`src/rtl/agmm_pkg.sv`:
```
// Shared types, codes and the sequencer microprogram for the gain mixer.
package agmm_pkg;

    localparam int SAMPLE_W = 16;
    localparam int PROD_W   = 32;
    localparam int ACC_W    = 40;
    localparam int STEP_W   = 3;

    // Request codes
    localparam logic [1:0] REQ_SAMPLE = 2'd0;
    localparam logic [1:0] REQ_FADER  = 2'd1;
    localparam logic [1:0] REQ_MATRIX = 2'd2;

    // Configuration register indexes
    localparam logic [1:0] CFG_MODE     = 2'd0;
    localparam logic [1:0] CFG_CHANNELS = 2'd1;
    localparam logic [1:0] CFG_ACTIVE   = 2'd2;

    typedef logic [STEP_W-1:0] t_step;

    localparam t_step STEP_WAIT   = 3'd0;
    localparam t_step STEP_DECODE = 3'd1;
    localparam t_step STEP_MUL    = 3'd2;
    localparam t_step STEP_ACC    = 3'd3;
    localparam t_step STEP_FRAME  = 3'd4;
    localparam t_step STEP_EMIT   = 3'd5;
    localparam t_step STEP_CLEAR  = 3'd6;
    localparam t_step STEP_SPARE  = 3'd7;

    typedef enum logic [2:0] {
        OP_NOP,
        OP_WAIT,
        OP_DECODE,
        OP_MUL,
        OP_ACC,
        OP_FRAME,
        OP_EMIT,
        OP_CLEAR
    } t_op;

    typedef enum logic [2:0] {
        CND_NEVER,
        CND_ALWAYS,
        CND_NO_ACCEPT,
        CND_NO_MAC,
        CND_MORE_MAC,
        CND_NO_FRAME,
        CND_EMIT_HOLD
    } t_cond;

    typedef struct packed {
        t_op   op;
        t_cond cond;
        t_step target;
    } t_uword;

    typedef struct packed {
        logic in_valid;
        logic no_mac;
        logic more_mac;
        logic frame_end;
        logic emit_hold;
    } t_flags;

    // Jump to target when the condition holds, else fall through to the next step.
    function automatic t_uword ucode(input t_step s);
        t_uword w;
        case (s)
            STEP_WAIT:   w = '{op: OP_WAIT,   cond: CND_NO_ACCEPT, target: STEP_WAIT};
            STEP_DECODE: w = '{op: OP_DECODE, cond: CND_NO_MAC,    target: STEP_FRAME};
            STEP_MUL:    w = '{op: OP_MUL,    cond: CND_NEVER,     target: STEP_WAIT};
            STEP_ACC:    w = '{op: OP_ACC,    cond: CND_MORE_MAC,  target: STEP_MUL};
            STEP_FRAME:  w = '{op: OP_FRAME,  cond: CND_NO_FRAME,  target: STEP_WAIT};
            STEP_EMIT:   w = '{op: OP_EMIT,   cond: CND_EMIT_HOLD, target: STEP_EMIT};
            STEP_CLEAR:  w = '{op: OP_CLEAR,  cond: CND_ALWAYS,    target: STEP_WAIT};
            default:     w = '{op: OP_NOP,    cond: CND_ALWAYS,    target: STEP_WAIT};
        endcase
        return w;
    endfunction

endpackage

```
`src/rtl/agmm_ram.sv`:
```
// Generic single-write, single-read RAM with registered read data.
module agmm_ram #(
    parameter int WIDTH = 16,
    parameter int DEPTH = 64
) (
    input  logic                                  i_clk,
    input  logic                                  i_we,
    input  logic [(DEPTH > 1 ? $clog2(DEPTH) : 1)-1:0] i_waddr,
    input  logic [WIDTH-1:0]                      i_wdata,
    input  logic                                  i_re,
    input  logic [(DEPTH > 1 ? $clog2(DEPTH) : 1)-1:0] i_raddr,
    output logic [WIDTH-1:0]                      o_rdata
);

    logic [WIDTH-1:0] r_mem [DEPTH];
    logic [WIDTH-1:0] r_rdata;

    always_ff @(posedge i_clk) begin
        if (i_we) begin
            r_mem[i_waddr] <= i_wdata;
        end
        if (i_re) begin
            r_rdata <= r_mem[i_raddr];
        end
    end

    assign o_rdata = r_rdata;

endmodule

```
`src/rtl/agmm_seq.sv`:
```
// Microcode sequencer: step counter, control store and conditional jumps.
module agmm_seq
    import agmm_pkg::*;
(
    input  logic   i_clk,
    input  logic   i_rst_n,
    input  t_flags i_flags,
    output t_uword o_uword
);

    t_step  r_step;
    t_step  n_step;
    t_uword uw;
    logic   jump;

    assign uw = ucode(r_step);

    always_comb begin
        case (uw.cond)
            CND_NEVER:     jump = 1'b0;
            CND_ALWAYS:    jump = 1'b1;
            CND_NO_ACCEPT: jump = !i_flags.in_valid;
            CND_NO_MAC:    jump = i_flags.no_mac;
            CND_MORE_MAC:  jump = i_flags.more_mac;
            CND_NO_FRAME:  jump = !i_flags.frame_end;
            CND_EMIT_HOLD: jump = i_flags.emit_hold;
            default:       jump = 1'b1;
        endcase
        n_step = jump ? uw.target : r_step + t_step'(1);
    end

    always_ff @(posedge i_clk) begin
        if (!i_rst_n) begin
            r_step <= STEP_WAIT;
        end else begin
            r_step <= n_step;
        end
    end

    assign o_uword = uw;

endmodule

```
`src/rtl/audio_gain_mixer_matrix.sv`:
```
// Audio gain mixer: microcoded multiply-accumulate over per-channel sums.
//
// Words arrive one at a time and are taken only while the sequencer waits for input. A gain
// write or a dropped sample runs the wait, decode and frame steps; a sample adds a multiply
// step and an accumulate step per channel, one channel in direct mode and every channel in
// use in matrix mode. A word with frame end set adds an emit step per channel, held while the
// output stalls, and a step that clears the sums. One shared 16x16 multiplier and one 40-bit
// saturating adder serve all channels. Matrix gains sit in a RAM read one entry per step; all
// gains and sums are zero after reset, with no clearing pass. The config port is always ready;
// the user must write it only while the mixer is idle, and the block itself does not enforce this.
module audio_gain_mixer_matrix
    import agmm_pkg::*;
#(
    parameter int MAX_INPUTS   = 8,
    parameter int MAX_CHANNELS = 8
) (
    input  logic               i_clk,
    input  logic               i_rst_n,
    input  logic               i_in_valid,
    output logic               o_in_stall,
    input  logic [1:0]         i_req_type,
    input  logic [2:0]         i_input_index,
    input  logic [2:0]         i_channel_index,
    input  logic signed [15:0] i_sample_value,
    input  logic signed [15:0] i_gain_value,
    input  logic               i_frame_end,
    output logic               o_out_valid,
    input  logic               i_out_stall,
    output logic [2:0]         o_out_channel,
    output logic signed [15:0] o_out_sample,
    output logic               o_out_clipped,
    output logic               o_out_last,
    input  logic               i_cfg_valid,
    output logic               o_cfg_ready,
    input  logic [1:0]         i_cfg_index,
    input  logic [3:0]         i_cfg_data
);

    // Index fields are 3 bits wide, so no more than eight inputs or channels are reachable.
    localparam int NI    = (MAX_INPUTS < 8) ? MAX_INPUTS : 8;
    localparam int NC    = (MAX_CHANNELS < 8) ? MAX_CHANNELS : 8;
    localparam int MDEP  = NI * NC;
    localparam int AW    = (MDEP > 1) ? $clog2(MDEP) : 1;
    localparam int FIW   = (NI > 1) ? $clog2(NI) : 1;
    localparam int CIW   = (NC > 1) ? $clog2(NC) : 1;
    localparam logic [3:0] NI_LIM = 4'(NI);
    localparam logic [3:0] NC_LIM = 4'(NC);
    localparam logic [AW-1:0] NC_AW = AW'(NC);

    // Configuration
    logic       r_mode;
    logic [3:0] r_chan_cnt;
    logic [3:0] r_active;

    // Latched word
    logic [1:0]                r_req;
    logic [2:0]                r_inp;
    logic [2:0]                r_chn;
    logic signed [SAMPLE_W-1:0] r_sample;
    logic signed [SAMPLE_W-1:0] r_gain;
    logic                      r_fend;

    // Datapath
    logic signed [SAMPLE_W-1:0] r_fader [NI];
    logic [MDEP-1:0]           r_mvalid;
    logic                      r_mval_q;
    logic signed [PROD_W-1:0]  r_prod;
    logic signed [ACC_W-1:0]   r_sum [NC];
    logic [3:0]                r_c;

    // Output register
    logic                      r_out_valid;
    logic [2:0]                r_out_channel;
    logic signed [SAMPLE_W-1:0] r_out_sample;
    logic                      r_out_clipped;
    logic                      r_out_last;

    t_uword uw;
    t_flags flags;

    logic [3:0]                ch_used;
    logic [3:0]                c_inc;
    logic                      mac_ok;
    logic                      more_mac;
    logic                      out_free;
    logic                      fader_wr;
    logic                      matrix_wr;
    logic [AW-1:0]             waddr;
    logic [AW-1:0]             raddr;
    logic [3:0]                rd_c;
    logic                      rd_en;
    logic [SAMPLE_W-1:0]       ram_rdata;
    logic signed [SAMPLE_W-1:0] gain_sel;
    logic [CIW-1:0]            cidx;
    logic [FIW-1:0]            fidx;
    logic signed [ACC_W:0]     acc_wide;
    logic signed [ACC_W-1:0]   acc_sat;
    logic signed [ACC_W:0]     rnd;
    logic signed [ACC_W-12:0]  rnd_q;
    logic signed [SAMPLE_W-1:0] out_val;
    logic                      out_clip;

    agmm_seq u_seq (
        .i_clk   (i_clk),
        .i_rst_n (i_rst_n),
        .i_flags (flags),
        .o_uword (uw)
    );

    agmm_ram #(
        .WIDTH (SAMPLE_W),
        .DEPTH (MDEP)
    ) u_matrix_ram (
        .i_clk   (i_clk),
        .i_we    (matrix_wr),
        .i_waddr (waddr),
        .i_wdata (r_gain),
        .i_re    (rd_en),
        .i_raddr (raddr),
        .o_rdata (ram_rdata)
    );

    always_comb begin
        if (r_chan_cnt == 4'd0) begin
            ch_used = 4'd1;
        end else if (r_chan_cnt > NC_LIM) begin
            ch_used = NC_LIM;
        end else begin
            ch_used = r_chan_cnt;
        end
    end

    assign c_inc = r_c + 4'd1;
    assign cidx  = r_c[CIW-1:0];
    assign fidx  = r_inp[FIW-1:0];

    always_comb begin
        mac_ok = 1'b0;
        if (r_req == REQ_SAMPLE) begin
            if (r_mode) begin
                mac_ok = (r_chn == 3'd0) && ({1'b0, r_inp} < r_active)
                         && ({1'b0, r_inp} < NI_LIM);
            end else begin
                mac_ok = ({1'b0, r_inp} < NI_LIM) && ({1'b0, r_chn} < ch_used);
            end
        end
    end

    assign more_mac  = r_mode && (c_inc < ch_used);
    assign out_free  = !r_out_valid || !i_out_stall;

    assign flags.in_valid  = i_in_valid;
    assign flags.no_mac    = !mac_ok;
    assign flags.more_mac  = more_mac;
    assign flags.frame_end = r_fend;
    assign flags.emit_hold = !out_free || (c_inc < ch_used);

    assign fader_wr  = (uw.op == OP_DECODE) && (r_req == REQ_FADER)
                       && ({1'b0, r_inp} < NI_LIM);
    assign matrix_wr = (uw.op == OP_DECODE) && (r_req == REQ_MATRIX)
                       && ({1'b0, r_inp} < NI_LIM) && ({1'b0, r_chn} < NC_LIM);
    assign waddr     = AW'(r_inp) * NC_AW + AW'(r_chn);

    // Fetch channel 0 while decoding, then the next channel on each accumulate with channels left.
    assign rd_c  = (uw.op == OP_DECODE) ? 4'd0 : c_inc;
    assign raddr = AW'(r_inp) * NC_AW + AW'(rd_c);
    assign rd_en = ((uw.op == OP_DECODE) && r_mode && mac_ok)
                   || ((uw.op == OP_ACC) && more_mac);

    assign gain_sel = r_mode ? (r_mval_q ? $signed(ram_rdata) : '0) : r_fader[fidx];

    // Saturating accumulate
    always_comb begin
        acc_wide = {r_sum[cidx][ACC_W-1], r_sum[cidx]}
                   + {{(ACC_W + 1 - PROD_W){r_prod[PROD_W-1]}}, r_prod};
        if (acc_wide[ACC_W] != acc_wide[ACC_W-1]) begin
            acc_sat = acc_wide[ACC_W] ? {1'b1, {(ACC_W-1){1'b0}}} : {1'b0, {(ACC_W-1){1'b1}}};
        end else begin
            acc_sat = acc_wide[ACC_W-1:0];
        end
    end

    // Round half up to Q1.15, then saturate
    always_comb begin
        rnd      = {r_sum[cidx][ACC_W-1], r_sum[cidx]} + (ACC_W+1)'(2048);
        rnd_q    = rnd[ACC_W:12];
        out_clip = 1'b0;
        if (rnd_q > (ACC_W-11)'(32767)) begin
            out_val  = 16'sh7fff;
            out_clip = 1'b1;
        end else if (rnd_q < -(ACC_W-11)'(32768)) begin
            out_val  = 16'sh8000;
            out_clip = 1'b1;
        end else begin
            out_val = rnd_q[SAMPLE_W-1:0];
        end
    end

    always_ff @(posedge i_clk) begin
        if (rd_en) begin
            r_mval_q <= r_mvalid[raddr];
        end
        case (uw.op)
            OP_WAIT: begin
                if (i_in_valid) begin
                    r_req    <= i_req_type;
                    r_inp    <= i_input_index;
                    r_chn    <= i_channel_index;
                    r_sample <= i_sample_value;
                    r_gain   <= i_gain_value;
                    r_fend   <= i_frame_end;
                end
            end
            OP_MUL: begin
                r_prod <= PROD_W'(r_sample) * PROD_W'(gain_sel);
            end
            OP_EMIT: begin
                if (out_free) begin
                    r_out_channel <= r_c[2:0];
                    r_out_sample  <= out_val;
                    r_out_clipped <= out_clip;
                    r_out_last    <= (c_inc == ch_used);
                end
            end
            default: begin
            end
        endcase
    end

    always_ff @(posedge i_clk) begin
        if (!i_rst_n) begin
            r_mode      <= 1'b0;
            r_chan_cnt  <= 4'd2;
            r_active    <= 4'd8;
            r_mvalid    <= '0;
            r_c         <= 4'd0;
            r_out_valid <= 1'b0;
            for (int i = 0; i < NI; i++) begin
                r_fader[i] <= '0;
            end
            for (int i = 0; i < NC; i++) begin
                r_sum[i] <= '0;
            end
        end else begin
            if (i_cfg_valid) begin
                case (i_cfg_index)
                    CFG_MODE:     r_mode     <= i_cfg_data[0];
                    CFG_CHANNELS: r_chan_cnt <= i_cfg_data;
                    CFG_ACTIVE:   r_active   <= i_cfg_data;
                    default: begin
                    end
                endcase
            end
            if ((uw.op == OP_EMIT) && out_free) begin
                r_out_valid <= 1'b1;
            end else if (r_out_valid && !i_out_stall) begin
                r_out_valid <= 1'b0;
            end
            if (fader_wr) begin
                r_fader[fidx] <= r_gain;
            end
            if (matrix_wr) begin
                r_mvalid[waddr] <= 1'b1;
            end
            case (uw.op)
                OP_DECODE: begin
                    r_c <= r_mode ? 4'd0 : {1'b0, r_chn};
                end
                OP_ACC: begin
                    r_sum[cidx] <= acc_sat;
                    r_c         <= c_inc;
                end
                OP_FRAME: begin
                    r_c <= 4'd0;
                end
                OP_EMIT: begin
                    // hold the channel until the output register frees up
                    if (out_free) begin
                        r_c <= c_inc;
                    end
                end
                OP_CLEAR: begin
                    for (int i = 0; i < NC; i++) begin
                        r_sum[i] <= '0;
                    end
                end
                default: begin
                end
            endcase
        end
    end

    assign o_in_stall    = (uw.op != OP_WAIT);
    assign o_cfg_ready   = 1'b1;
    assign o_out_valid   = r_out_valid;
    assign o_out_channel = r_out_channel;
    assign o_out_sample  = r_out_sample;
    assign o_out_clipped = r_out_clipped;
    assign o_out_last    = r_out_last;

endmodule

```
`config.mk`:
```
export PLATFORM = sky130hd
export DESIGN_NAME = audio_gain_mixer_matrix
export DESIGN_NICKNAME = d
export VERILOG_FILES = /design/src/rtl/agmm_pkg.sv /design/src/rtl/agmm_ram.sv /design/src/rtl/agmm_seq.sv /design/src/rtl/audio_gain_mixer_matrix.sv
export SDC_FILE = /design/constraint.sdc
export NUM_CORES = 2
export LEC_CHECK = 0
export ABC_AREA = 1
export BUFFER_PORTS_ARGS = -buffer_cell sky130_fd_sc_hd__clkbuf_2
export CORE_MARGIN = 2
export CORE_UTILIZATION = 47
export CTS_BUF_LIST = sky130_fd_sc_hd__clkbuf_4 sky130_fd_sc_hd__clkbuf_8
export CTS_CLUSTER_SIZE = 28
export DETAILED_ROUTE_END_ITERATION = 7
export HOLD_SLACK_MARGIN = 0.15
export PLACE_DENSITY_LB_ADDON = 0.15
export SETUP_SLACK_MARGIN = 0.2
export SLEW_MARGIN = 10
export SYNTH_ARGS = -nofsm -noshare
export SYNTH_HDL_FRONTEND = slang
export SYNTH_SLANG_ARGS = --single-unit
```
`constraint.sdc`:
```
create_clock -name i_clk -period 6.7 [get_ports i_clk]
set_input_delay 1.005 -clock i_clk [delete_from_list [all_inputs] [get_ports i_clk]]
set_output_delay 1.005 -clock i_clk [all_outputs]
set_load 0.02 [all_outputs]
```
# --- Yosys cells after proc, flatten, opt, wreduce, memory -nomap -nowiden ---
# Memory sizes are Yosys's and may differ from the RTL's. A register that Yosys moved wholly into a read port is not among the register bits.
# Index checks and enable logic that the tools add are counted.
totals:
  in_bits: 52
  n_memories: 3
  latchBits: 0
  romBits: 0
  mem_bits_rw: 1472
  regBits: 176
  wordCells: 160
mem_list:
  columns: ["name", "depth", "word_bits", "rd", "rd_ports_with_merged_regs", "write_ports", "line", "rtl"]
  rows:
  - ["u_matrix_ram.r_mem", 64, 16, 1, 1, 1, "agmm_ram.sv:15", "logic [WIDTH-1:0] r_mem [DEPTH];"]
  - ["r_sum", 8, 40, 1, 1, 8, "audio_gain_mixer_matrix.sv:68", "logic signed [ACC_W-1:0] r_sum [NC];"]
  - ["r_fader", 8, 16, 1, 1, 8, "audio_gain_mixer_matrix.sv:64", "logic signed [SAMPLE_W-1:0] r_fader [NI];"]
classes:
  muxes: 52
  n_lt_le_gt_ge: 9
  eq_ne: 26
  bitwise_logic: 9
  n_reduce_logical: 35
  n_shift: 0
  n_div: 0
  multipliers: 1
  add_sub_neg: 6
op_table:
  columns: ["cell", "count"]
  rows:
  - ["$mux W40", 11]
  - ["$mux W16", 4]
  - ["$or A64 B64 Y64", 1]
  - ["$pmux W9 S7", 1]
  - ["$add A40 B13 Y41 const B", 1]
  - ["$add A40 B32 Y41", 1]
  - ["$reduce_or A40 Y1", 1]
  - ["$mul A16 B16 Y32", 1]
  - ["$eq A3 B3 Y1 const B", 10]
  - ["$gt A29 B16 Y1 const B", 1]
  - ["$lt A29 B16 Y1 const B", 1]
  - ["$mux W1", 21]
  - ["$mux W3", 7]
  - ["$eq A3 B2 Y1 const B", 6]
  - ["$mux W4", 4]
  - ["$pmux W4 S4", 1]
  - ["$reduce_or A16 Y1", 1]
  - ["$lt A6 B7 Y1 const B", 2]
  - ["$reduce_and A2 Y1", 6]
  - ["$logic_and A1 B1 Y1", 10]
  - ["$logic_not A3 Y1", 3]
  - ["$lt A3 B4 Y1", 2]
  - ["$or A1 B1 Y1", 8]
  - ["$add A6 B3 Y6", 1]
  - ["22 further kinds", 33]

# --- Logic depth before layout (Yosys ltp) ---
logic_depth:
  word_depth: 9
  ltp_mapped: 36

# --- Hierarchy ---
# A second synthesis with hierarchy kept.
hier_totals:
  hier_cells: 8196
  hier_area_um2: 83761.6
modules_own_cells:
  columns: ["mod", "instances", "area_each_um2", "cells_each"]
  rows:
  - ["agmm_ram", 1, 42259.3, 3517]
  - ["audio_gain_mixer_matrix", 1, 41066.9, 4615]
  - ["agmm_seq", 1, 435.4, 64]

# --- Worst setup path before layout ---
# Ideal clock, no wire load.
synth_path:
  path_type: "flip-flop to flip-flop"
  start: "register with a tool-made name"
  end: "register r_prod[31] (data pin)"
  path_slack_ns: -0.147
  t_arrival_ns: 6.584
  required_time_ns: 6.438
  path_stages_with_launch: 28
  synth_period_minus_slack_ns: 6.847
  path_cell_list: "dfxtp_1 clkbuf_1 buf_1 mux2i_1 o221ai_1 nand3_1 nand2_1 inv_1 nor2_1 fa_1 fa_1 fa_1 fa_1 fa_1 inv_1 fa_1 inv_1 ha_1 nand2_1 nor2_1 nor3b_1 nand4_1 nand3_1 a21o_1 nand2_1 nand2_1 a21oi_1 xor2_1"
synth_lines:
  columns: ["item", "line", "rtl"]
  rows:
  - ["end signal, assigned", "audio_gain_mixer_matrix.sv:215", "r_prod <= PROD_W'(r_sample) * PROD_W'(gain_sel);"]
  - ["end, declared", "audio_gain_mixer_matrix.sv:67", "logic signed [PROD_W-1:0] r_prod;"]

==> results.toml <==
[outcome]
status = "complete, no violations"

[yosys]
synth_xor_area_share_pct = 0.945
ys_seq_elements = 1670
synth_top_area_share_pct = 57.0
synthTopCellsByArea = "edfxtp_1 (57%), fa_1 (6.3%), o211ai_1 (5.0%)"
synthFlopType = "edfxtp_1"
ys_seq_area_share_pct = 59.1
synth_common_cells = "edfxtp_1 (1583), nand2_1 (882), nor2_1 (855)"
yosysTopAreaCell = "edfxtp_1"
synth-edff-count = 1583
synth-compound-area-share_pct = 8.96
syn_inst = 7576
syn_area_um2 = 83400
synth_fp_nets = 8030
synth-simple-area-share_pct = 16.7
avgSynthCellArea_um2 = 11.0
ys_warn_count = 0
synth_mux_area_share_pct = 0.348
synth_top_family_by_area = "simple AND/OR/NAND/NOR gates"
synth_cell_types = 58
yosysMostFrequentCell = "edfxtp_1"
synthArstFlopShare_pct = 0
synth_fa_ha_area_share_pct = 8.40

[routing]
vias = 59050
drt_iter0_drc = 5924
avgRoutedWirePerCell_um = 24.2
drtAntennaViolNets = 0
drc = 0
wirelength_um = 253000
drt-pass1-iter-count = 6
viasPerCell = 5.65

[clock_tree]
clock_path_buffers = 4
cts_made_buffers = 299
clk_latency_ns = 1.07
cts_tree = "yes"
clk_pin_slew_ns = 0.06
cts_sinks = 1670
htreeDepth = 5
clock-root-buffer = "clkbuf_8"

[critical_path]
crit_type = "flop to flop"
crit_path_start_kind = "flop"
slowest_delay_ns = 0.55
critPathSlowestCell = "fa_1"
crit_fanout = 10
cpMostUsedCell = "fa_1"
cp-end-kind = "flop"
crit_arrival_ns = 7.26
crit_required_ns = 7.43

[sta]
fmax_mhz = 153
setup_violations = 0
grt_setup_unrepaired = "true"
worst_pin_slew_ns = 1.20
fin_crit_sh_pct = 97.5
period_needed_ns = 6.53
slew_headroom_pct = 20.0
fin_tns_setup_ns = 0
finalClockSkew_ns = 0.124
report.final.slew_viol_count = 0
whs_ns = 0.266
finalHoldViolCount = 0

[floorplanning]
rows = 154
core_area_um2 = 176000
die_h_um = 425
die_w_um = 425
fp.dieArea_um2 = 181000
design.portCount = 76
start_util_pct = 47.3

[grt]
antenna_found_initial = 7
grt_pass1_vias = 57566
grt_max_degree = 156
grt_overflow = 0
grt_pass1_wl_um = 373000
grt_usage_pct = 27.6

[finish]
seqCellArea_um2 = 49300
drive_gt1_share_pct = 18.7
fill_cells = 15457
utilization_pct = 53.5
multi_input_area_um2 = 30000
fin_nets = 8353
syn2layout_area_growth_pct = 13.1

[min_path]
hold_start = "i_input_index[2]"
hold_path.class = "input pin to flop"

[job]
cap_violations = 0

[place]
port_buffers = 74
dp_hpwl_um = 155000
gp_congestion = 0.929
==> sequential cells by signal, indices dropped and copies added, names as in the netlist, 2 cells and up, named ones only <==
name                  count
r_gain                   16
r_chan_cnt                4
u_seq.r_step              3
u_matrix_ram.o_rdata     16
r_active                  4
r_req                     2
r_sample                 16
r_sum                   320
fidx                      3
o_out_channel             3
r_fader                 128
o_out_sample             16
r_mvalid                 64
u_matrix_ram.r_mem     1024
r_chn                     3
r_c                       4
r_prod                   32
==> cells by family after synthesis <==
family / count (synthesis)
fa+ha+maj: 402
simple gates: 3057
mux: 29
flops: 1670
xor+xnor: 90
compound gates: 1159
buf+inv: 1168
other cells: 1
==> through the flow <==
step,worst slack [ns],std cells,area (um^2)
2_1_floorplan,0.221,7576,83400
4_1_cts,0.0917,10435,93900
3_5_place_dp,-0.0991,9892,87900
3_3_place_gp,-0.0888,9892,87900
6_report,0.166,10451,94300
5_1_grt,-0.147,10451,94300
==> routing by layer <==
metal	share of wire, %	vias to the layer above	GRT usage (%)
met4	3.9	2	10.8
met5	0.011	-	0
met3	6.3	496	4.24
met1	41	29462	36.9
met2	48	2167	45.5
li1	-	26923	-
==> path summary, 6_finish.rpt <==
path	depth (start not counted)	end	slack [ns]
min	1	fidx[2]	0.27
max	32	r_prod[29]	0.17
max reg2reg	32	r_prod[29]	0.17
min reg2reg	2	r_active[3]	0.46
==> worst max-delay path: cells and delay by family, from the launching register on <==
kind | cells | cell delay [ns]
buf+inv | 8 | 0.71
fa+ha+maj | 7 | 3.26
compound gates | 3 | 0.42
flops | 1 | 0.45
xor+xnor | 1 | 0.14
mux | 1 | 0.18
simple gates | 12 | 1.04
==> cells in the final DEF, fill, tap and decap left out, types with 27 or more instances in the layout <==
master         synthesis  final
or2_0                 27     27
clkbuf_4               0    120
nand3_1              699    696
ha_1                 139    126
buf_12                 0     33
nor2_1               855    822
dlygate4sd3_1          0     36
xor2_1                61     59
edfxtp_1            1583   1583
dfxtp_1               87     82
o21ai_0              235    224
nand2_2               23     44
o221ai_1              29     29
clkbuf_2               0     73
mux2i_1               29     29
a21oi_1              258    245
or2_2                481    481
buf_4                 14    296
nand2_1              882    854
clkinv_1              10     62
inv_1                722    710
o211ai_1             553    553
xnor2_1               29     29
clkbuf_8               0    315
fa_1                 263    256
nor2_2                 4     33
==> final cells by class <==
type	instances	share of cell area, %
repair buffers	445	3.95
multi-input cells	4738	31.8
inverters	745	2.99
clock inverters	70	0.358
well taps	2340	3.10
clock buffers	435	5.55
flip-flops and latches	1670	52.3
diodes	8	0.0212
==> timing repair <==
action | CTS | global route
gates cloned | 1 | 2
resized for setup | 29 | 77
hold endpoints to repair | 36 | 0
setup endpoints to repair | 15 | 17
setup buffers | 1 | 6
hold buffers | 36 | 0
pin swaps | 2 | 21
Power is left out: the tool's default activity adds up to more than one toggle a clock period on the data nets, which glitch-free logic cannot reach.
